$ cat src/slcl_pkg.sv
// ---------------------------------------------------------------------------
// slcl_pkg
// Types, widths and codes shared by the scalar-to-color LUT interpolator.
// ---------------------------------------------------------------------------
package slcl_pkg;

    localparam int TABLE_DEPTH = 256;
    localparam int ADDR_W      = $clog2(TABLE_DEPTH);
    localparam int CNT_W       = $clog2(TABLE_DEPTH + 1);
    localparam int VAL_W       = 32;
    localparam int FRAC_W      = 16;
    localparam int CHAN_W      = 16;
    localparam int ENTRY_W     = 3 * CHAN_W;
    localparam int EU_W        = 9;
    localparam int P_W         = VAL_W + ADDR_W;
    localparam int Q_W         = ADDR_W + FRAC_W;
    localparam int DCNT_W      = $clog2(Q_W + 1);

    localparam logic signed [VAL_W:0]  ONE_Q16   = (VAL_W + 1)'(65536);
    localparam logic [FRAC_W:0]        FRAC_ONE  = (FRAC_W + 1)'(1) << FRAC_W;

    localparam logic signed [VAL_W-1:0] RANGE_LOW_RST    = 32'sd0;
    localparam logic signed [VAL_W-1:0] RANGE_HIGH_RST   = 32'sd65536;
    localparam logic [EU_W-1:0]         ENTRIES_USED_RST = 9'd256;

    typedef enum logic
    {
        CMD_WRITE = 1'b0,
        CMD_MAP   = 1'b1
    } cmd_t;

    typedef enum logic
    {
        STATUS_OK        = 1'b0,
        STATUS_BAD_INDEX = 1'b1
    } status_t;

    typedef enum logic [1:0]
    {
        REG_RANGE_LOW    = 2'd0,
        REG_RANGE_HIGH   = 2'd1,
        REG_ENTRIES_USED = 2'd2
    } reg_idx_t;

    typedef struct packed
    {
        logic                     command;
        logic [7:0]               entry_index;
        logic [CHAN_W-1:0]        red_in;
        logic [CHAN_W-1:0]        green_in;
        logic [CHAN_W-1:0]        blue_in;
        logic signed [VAL_W-1:0]  scalar;
    } item_t;

    typedef struct packed
    {
        logic [CHAN_W-1:0] red_out;
        logic [CHAN_W-1:0] green_out;
        logic [CHAN_W-1:0] blue_out;
        logic              status;
    } result_t;

    typedef struct packed
    {
        logic [CHAN_W-1:0] red;
        logic [CHAN_W-1:0] green;
        logic [CHAN_W-1:0] blue;
    } rgb_t;

endpackage

$ cat src/slcl_div.sv
// ---------------------------------------------------------------------------
// slcl_div
// Radix-2 restoring divider, one quotient bit per cycle.
// Quotient is floor((dividend << FRAC_W) / divisor), Q_W bits wide.
// ---------------------------------------------------------------------------
module slcl_div
    import slcl_pkg::*;
(
    input  logic             clk,
    input  logic             rst_n,
    input  logic             load,
    input  logic [P_W-1:0]   dividend,
    input  logic [VAL_W-1:0] divisor,
    output logic [Q_W-1:0]   quotient,
    output logic             done
);

    logic [VAL_W-1:0]  rem_reg,  rem_next;
    logic [Q_W-1:0]    sh_reg,   sh_next;
    logic [VAL_W-1:0]  dvs_reg;
    logic [DCNT_W-1:0] cnt_reg;
    logic              run_reg;
    logic              done_reg;
    logic [VAL_W:0]    trial;

    // dividend bits not yet consumed sit at the top of sh_reg, quotient fills from the bottom
    always_comb
    begin
        trial = {rem_reg, sh_reg[Q_W-1]} - {1'b0, dvs_reg};
        if (trial[VAL_W])
        begin
            rem_next = {rem_reg[VAL_W-2:0], sh_reg[Q_W-1]};
            sh_next  = {sh_reg[Q_W-2:0], 1'b0};
        end
        else
        begin
            rem_next = trial[VAL_W-1:0];
            sh_next  = {sh_reg[Q_W-2:0], 1'b1};
        end
    end

    always_ff @(posedge clk or negedge rst_n)
    begin
        if (!rst_n)
        begin
            run_reg  <= 1'b0;
            done_reg <= 1'b0;
            cnt_reg  <= '0;
        end
        else
        begin
            done_reg <= 1'b0;
            if (load)
            begin
                run_reg <= 1'b1;
                cnt_reg <= DCNT_W'(Q_W);
            end
            else if (run_reg)
            begin
                cnt_reg <= cnt_reg - DCNT_W'(1);
                if (cnt_reg == DCNT_W'(1))
                begin
                    run_reg  <= 1'b0;
                    done_reg <= 1'b1;
                end
            end
        end
    end

    always_ff @(posedge clk)
    begin
        if (load)
        begin
            // quotient fits Q_W bits, so the top VAL_W dividend bits are below the divisor
            rem_reg <= dividend[P_W-1:ADDR_W];
            sh_reg  <= {dividend[ADDR_W-1:0], FRAC_W'(0)};
            dvs_reg <= divisor;
        end
        else if (run_reg)
        begin
            rem_reg <= rem_next;
            sh_reg  <= sh_next;
        end
    end

    assign quotient = sh_reg;
    assign done     = done_reg;

endmodule

$ cat config.mk
export PLATFORM = sky130hd
export DESIGN_NAME = slcl_div
export DESIGN_NICKNAME = d
export VERILOG_FILES = /design/src/slcl_pkg.sv /design/src/slcl_div.sv
export SDC_FILE = /design/constraint.sdc
export NUM_CORES = 1
export LEC_CHECK = 0
export ABC_AREA = 1
export BUFFER_PORTS_ARGS = -buffer_cell sky130_fd_sc_hd__buf_2
export CAP_MARGIN = 0
export CORE_UTILIZATION = 46
export CTS_BUF_LIST = sky130_fd_sc_hd__clkbuf_8 sky130_fd_sc_hd__clkbuf_16
export CTS_CLUSTER_SIZE = 24
export DETAILED_ROUTE_END_ITERATION = 7
export PLACE_DENSITY = 0.66
export SLEW_MARGIN = 10
export SYNTH_ARGS = -nofsm -noshare
export SYNTH_HDL_FRONTEND = slang
export SYNTH_SLANG_ARGS = --single-unit
$ cat constraint.sdc
create_clock -name clk -period 3.2 [get_ports clk]
set_clock_uncertainty 0.2 [all_clocks]
set_input_delay 0.32 -clock clk [delete_from_list [all_inputs] [get_ports clk]]
set_output_delay 0.32 -clock clk [all_outputs]
set_load 0.005 [all_outputs]
==> metrics.txt, run 1 <==
initial core utilization 47.2%; routed len/inst 13.8 um; Synth Area in Adders 6.21%; cell with the most instances after synthesis nand2_1; status finished, final reports clean; initial antenna violation count 0; Power Density 889 nW/um2; area leader, netlist edfxtp_1; mux cell area share after synthesis 0%; die area 16,100 um2; worst slew pin tran around 0.70 ns; Final HPWL DP ~14 mm; Num CTS Buffers 9; Top FF cell, synth edfxtp_1; gr usage total 23.5%; Routed WL ~18 mm; unrepaired setup endpoints after global routing false; max_cap viols 0; CP required 3.12 ns; Fin. Hold Viols 0; complex-gate fraction of the synthesized area 4.88%; FMAX approximately 350 MHz; routability cong. 0.896; Syn Inst Count 1,012; Synth Area per Inst ~7 um2; crit share post-route between 80% and 90%; pin count of the biggest net entering global routing 66; xor/xnor cell area share of the yosys netlist 1.10%; library cells used by synthesis 37; Simple-Gate Fraction of Synth Area a little over a third; Vias between 6,000 and 7,000; worst min path class in2reg; Crit-path slowest cell fa_1; leak pwr 4.57 nW; Root Driver clkbuf_16; Post-route DRC 0; Total Power roughly 0.0074 W; Nets 1,230; clk buf depth 2; Ports 100; Yosys top cell area share 30.1%; minimum clock period ~2.9 ns; Area Growth Syn to Fin 15.7%; main combinational cell family by area after synthesis simple AND/OR/NAND/NOR gates; Resized cells post-CTS 0; sequential element share of the synthesized area 37.0%; Worst Setup Start Kind register; Hold WS between 0.02 and 0.03 ns; grt ovf 0; setup violators final 0; Core Region 15,200 um2; synthesized area 7170 um2; Die X-Extent 127 um; critical path peak fanout 15; htree depth 3; pre-CTS setup slack 0.324 ns; top cells by area, synth edfxtp_1 (30%), nand2_1 (19%), inv_1 (11%); clk_lat worst skew 0.36 ns; Post-synth top cells nand2_1 (356), inv_1 (208), nand3_1 (83); setup tns final 0 ns; hold_buf cts 33; DR iter-0 viols approximately 390; Detail Route Antenna Nets 0; yosys warns 0; CP cell instances inv_1, ha_1, fa_1, inv_1, nand2_1, nand2_1, nand3_1, nand2_2, nand2_2, nand2_4, nand2_4, nand2_4, nand2_4, nand2_4, nand2_1, nand3_1, nand2_1; fin worst setup slack roughly 0.35 ns; Worst-path clk slew approximately 0.070 ns; Die Ht 127 um; Peak supply drop between 0.0003 and 0.0004 V; TritonCTS clock tree built; Worst setup EP type register; vias in the first global route 6,058; Most Frequent Cell on Critical Path nand2_4; final core occ between 50% and 60%; first-pass GRT wire length about 29 mm; total clock sinks 95; Antenna diodes 0; Syn Nets 1,122; EDFF count, synth 72; crit path kind reg2reg; Data arrival, critical path 2.78 ns; Yosys reg bits 95; Slew Viols, Final 0; fraction of layout cells with a size suffix above 1 15.7%; Vias/cell 4.84; Rows 45; max_slew headroom 53.4%; PortBufs roughly 100; DRT Pass-1 Iters 5; share of synthesized flip-flops with an asynchronous set or reset ~7.4%; Post-CTS Setup Bufs 0; CP peak stage delay around 0.42 ns
## logic make-up (layout without fill, tap and decap cells)
family	after synthesis	in the layout
xor+xnor	9	9
fa+ha+maj	35	35
compound gates	56	56
simple gates	561	561
buf+inv	256	369
flops	95	95
## layer usage
metal / vias to the layer above / GRT usage [%] / wire [um]
met2: 176 / 38.6 / 8170
met4: 0 / 7.00 / 337
met1: 2825 / 30.9 / 8450
met5: - / 0 / 0
li1: 3330 / - / -
met3: 24 / 5.27 / 1170
## placed cells by master, fill, tap and decap left out, drive strengths merged
cell and count:
a21oi 25, nand4 7, buf 106, and3 1, xor2 2, inv 218, clkbuf 11, nand3 95
nor2 43, nand3b 14, dfrtp 7, edfxtp 72, o21bai 7, dfxtp 16, ha 34, a21o 2
o22ai 17, fa 1, o21ai 5, clkinv 1, nor3 7, nor4 1, and2 3, nand2 390
dlygate4sd3 33, xnor2 7
## metrics by stage
stage	area, um2	std cells
finish	8300	1313
global route	8300	1313
CTS	8300	1313
detailed placement	7660	1264
global placement	7660	1264
floorplan	7170	1012
## critical path, delay by kind of cell (launching register included)
| family | cells | cell delay, ns |
|---|---|---|
| adders and majority gates | 2 | 0.64 |
| buffers and inverters | 2 | 0.17 |
| DFF | 1 | 0.35 |
| and+or+nand+nor | 13 | 1.24 |
## where the power goes
| group | leakage [nW] | internal (W) | switching, W |
|---|---|---|---|
| Clock | 0.160 | 0.000626 | 0.000508 |
| Sequential | 0.956 | 0.00168 | 0.000167 |
| Combinational | 3.46 | 0.00153 | 0.00287 |
| Total | 4.57 | 0.00383 | 0.00355 |
## worst paths after layout
check | start | to | slack, ns | cells past startpoint
worst max-delay path | quotient[23] | rem_reg[5] | 0.35 | 17
worst min-delay path | dividend[13] | rem_reg[5] | 0.03 | 3
worst max register to register | quotient[23] | rem_reg[5] | 0.35 | 17
worst min register to register | quotient[15] | quotient[15] | 0.29 | 2
max in group asynchronous | rst_n | cnt_reg[0] | 2.49 | 2
min in group asynchronous | rst_n | cnt_reg[2] | 0.14 | 2
## area by class of cell
type | instances | area, um2
multi-input cells | 661 | 3410
well taps | 188 | 235
flip-flops and latches | 95 | 2660
inverters | 214 | 803
repair buffers | 139 | 891
clock buffers | 11 | 275
fillers | 1508 | 6900
clock inverters | 5 | 33.8
(Power assumes the default switching activity.)
==> run 2: changes to the inputs <==
- SETUP_SLACK_MARGIN: default -> 0.5
==> run 2 against run 1 <==
  * Setup slack better by 0.19 ns
  * Cell area increased by 7.2%
  * First-iteration DRC count up 12%
  * Fmax increased by 7.3%
  * Register-to-register slack better by 0.19 ns
  * Utilization increased by 3.9 points
  * Die area unchanged
  * Clock power about the same
  * Sequential cell count is the same
  * Critical path type unchanged
==> metrics.txt, run 2 (synthesis gave the netlist of run 1 again) <==
total clock sinks 95 (unchanged); Vias/cell 4.97 (was 4.84); Detail Route Antenna Nets 0 (unchanged); initial antenna violation count 0 (unchanged); layout filler cell count 1,431 (was 1,508); Placed Cells incl. Taps 1,264 (unchanged); Die Ht 127 um (unchanged); pin count of the biggest net entering global routing 66 (unchanged); Core Region 15,200 um2 (unchanged); most frequent cells in the layout nand2_1 (351), inv_1 (208), buf_2 (99) (was nand2_1 (356), inv_1 (210), buf_2 (99)); fin worst setup slack 0.541 ns (was 0.347 ns); setup tns final 0 ns (unchanged); Vias 6,656 (was 6,355); Worst-path clk slew 0.08 ns (was 0.07 ns); Nets 1,257 (was 1,230); Ports 100 (unchanged); worst min path class in2reg (unchanged); CP required 3.10 ns (was 3.12 ns); Root Driver clkbuf_16 (unchanged); crit path kind reg2reg (unchanged); DR iter-0 viols 433 (was 388); Power Density 951 nW/um2 (was 889 nW/um2); Crit-path slowest cell edfxtp_1 (was fa_1); initial core utilization 47.2% (unchanged); max_slew headroom 52.7% (was 53.4%); die area 16,100 um2 (unchanged); vias in the first global route 6,229 (was 6,058); clk buf depth 2 (unchanged); Most Frequent Cell on Critical Path nand2_1 (was nand2_4); leak pwr 4.75 nW (was 4.57 nW); Area Growth Syn to Fin 24.1% (was 15.7%); Die X-Extent 127 um (unchanged); Final HPWL DP 13.8 mm (unchanged); Post-route DRC 0 (unchanged); fraction of layout cells with a size suffix above 1 20.6% (was 15.7%); status finished, final reports clean (unchanged); Worst Setup Start Kind register (unchanged); clk_lat worst skew 0.36 ns (about the same); FMAX 376 MHz (was 351 MHz); Hold WS 0.0268 ns (was 0.0274 ns); htree depth 3 (unchanged); Slew Viols, Final 0 (unchanged); Rows 45 (unchanged); grt ovf 0 (unchanged); Total Power 0.00847 W (was 0.00738 W); area of the multi-input gates 3760 um2 (was 3410 um2); Fin. Hold Viols 0 (unchanged); Post-Layout Cell Count 1,340 (was 1,313); max_cap viols 0 (unchanged); routability cong. 0.896 (unchanged); Data arrival, critical path 2.56 ns (was 2.78 ns); setup violators final 0 (unchanged); first-pass GRT wire length 30.7 mm (was 29.3 mm); delay-heaviest family, CP simple AND/OR/NAND/NOR gates (unchanged); minimum clock period 2.66 ns (was 2.85 ns); crit share post-route 83.1% (was 89.2%); WP buf/inv 2 (unchanged); CP cell instances ha_4, fa_2, inv_2, nand2_1, nand2_1, nand3_2, nand2_2, nand2_4, nand2_4, nand2_8, nand3_4, buf_6, nand3_1, nand3_2, nand2_1 (was inv_1, ha_1, fa_1, inv_1, nand2_1, nand2_1, nand3_1, nand2_2, nand2_2, nand2_4, nand2_4, nand2_4, nand2_4, nand2_4, nand2_1, nand3_1, nand2_1); pre-CTS setup slack 0.324 ns (unchanged); PortBufs 99 (unchanged); unrepaired setup endpoints after global routing true (was false); CP peak stage delay 0.42 ns (about the same); worst slew pin tran 0.710 ns (was 0.700 ns); Worst setup EP type register (unchanged); Antenna diodes 0 (unchanged); Num CTS Buffers 9 (unchanged); gr usage total 24.8% (was 23.5%); Peak supply drop 0.000426 V (was 0.000389 V); commonest non-fill, non-tap cell in the layout nand2_1 (unchanged); register area 2660 um2 (unchanged); routed len/inst 14.7 um (was 13.8 um); Routed WL 19.8 mm (was 18.1 mm); DRT Pass-1 Iters 5 (unchanged); TritonCTS clock tree built (unchanged); critical path peak fanout 10 (was 15)
[run 2: cell count changes in the layout (fill, tap and decap cells not counted), sizes merged]
cell and delta:
buf +22, nand2 +5
[run 2: final timing paths]
path                                    from      endpoint  slack, ns  cells past startpoint
min in group asynchronous              rst_n    cnt_reg[2]       0.14                      2
worst min-delay path            dividend[13]    rem_reg[5]       0.03                      3
worst max-delay path              dvs_reg[0]   rem_reg[11]       0.54                     15
worst max register to register    dvs_reg[0]   rem_reg[11]       0.54                     15
worst min register to register  quotient[15]  quotient[15]       0.29                      2
max in group asynchronous              rst_n    cnt_reg[0]       2.49                      2
[run 2: worst reg2reg max path: stages (launching register included)]
cell and delay (ns):
edfxtp_1 0.42, ha_4 0.19, fa_2 0.36, inv_2 0.07
nand2_1 0.05, nand2_1 0.09, nand3_2 0.07, nand2_2 0.10
nand2_4 0.07, nand2_4 0.10, nand2_8 0.08, nand3_4 0.14
buf_6 0.17, nand3_1 0.14, nand3_2 0.10, nand2_1 0.06
[run 2: where the power goes]
group	switching, W	internal (W)
Sequential	0.000217	0.00168
Combinational	0.00331	0.00212
Clock	0.000510	0.000626
[run 2: per-stage QoR]
stage | utilization, % | instance area, um2
after floorplan | - | 7170
after global placement | 50.4 | 7660
after detailed placement | 50.4 | 7660
after CTS | 56.5 | 8600
after global routing | 58.6 | 8900
final | 58.6 | 8900
[run 2: per-layer routing]
metal  up-vias  track usage, %  share of wire (%)
met5         -               0                  0
met4         0            8.19                2.9
met3        42            5.36                7.6
met2       235            41.0                 46
met1      2985            32.2                 43
li1       3394               -                  -
[run 2: timing repair]
item,CTS,global route
endpoints found under the hold margin,39,0
pin swaps,6,14
cloned,5,0
gates resized for setup,12,40
buffers inserted,14,8
setup endpoints to repair,32,33
hold buffers,33,0
[run 2: cell type report]
| cell class | count | share of cell area [%] |
|---|---|---|
| tap | 188 | 2.64 |
| sequential | 95 | 29.8 |
| multi-input combinational | 666 | 42.3 |
| clock buffer | 11 | 3.09 |
| inverter | 214 | 9.02 |
| timing repair buffer | 161 | 12.7 |
| clock inverter | 5 | 0.379 |
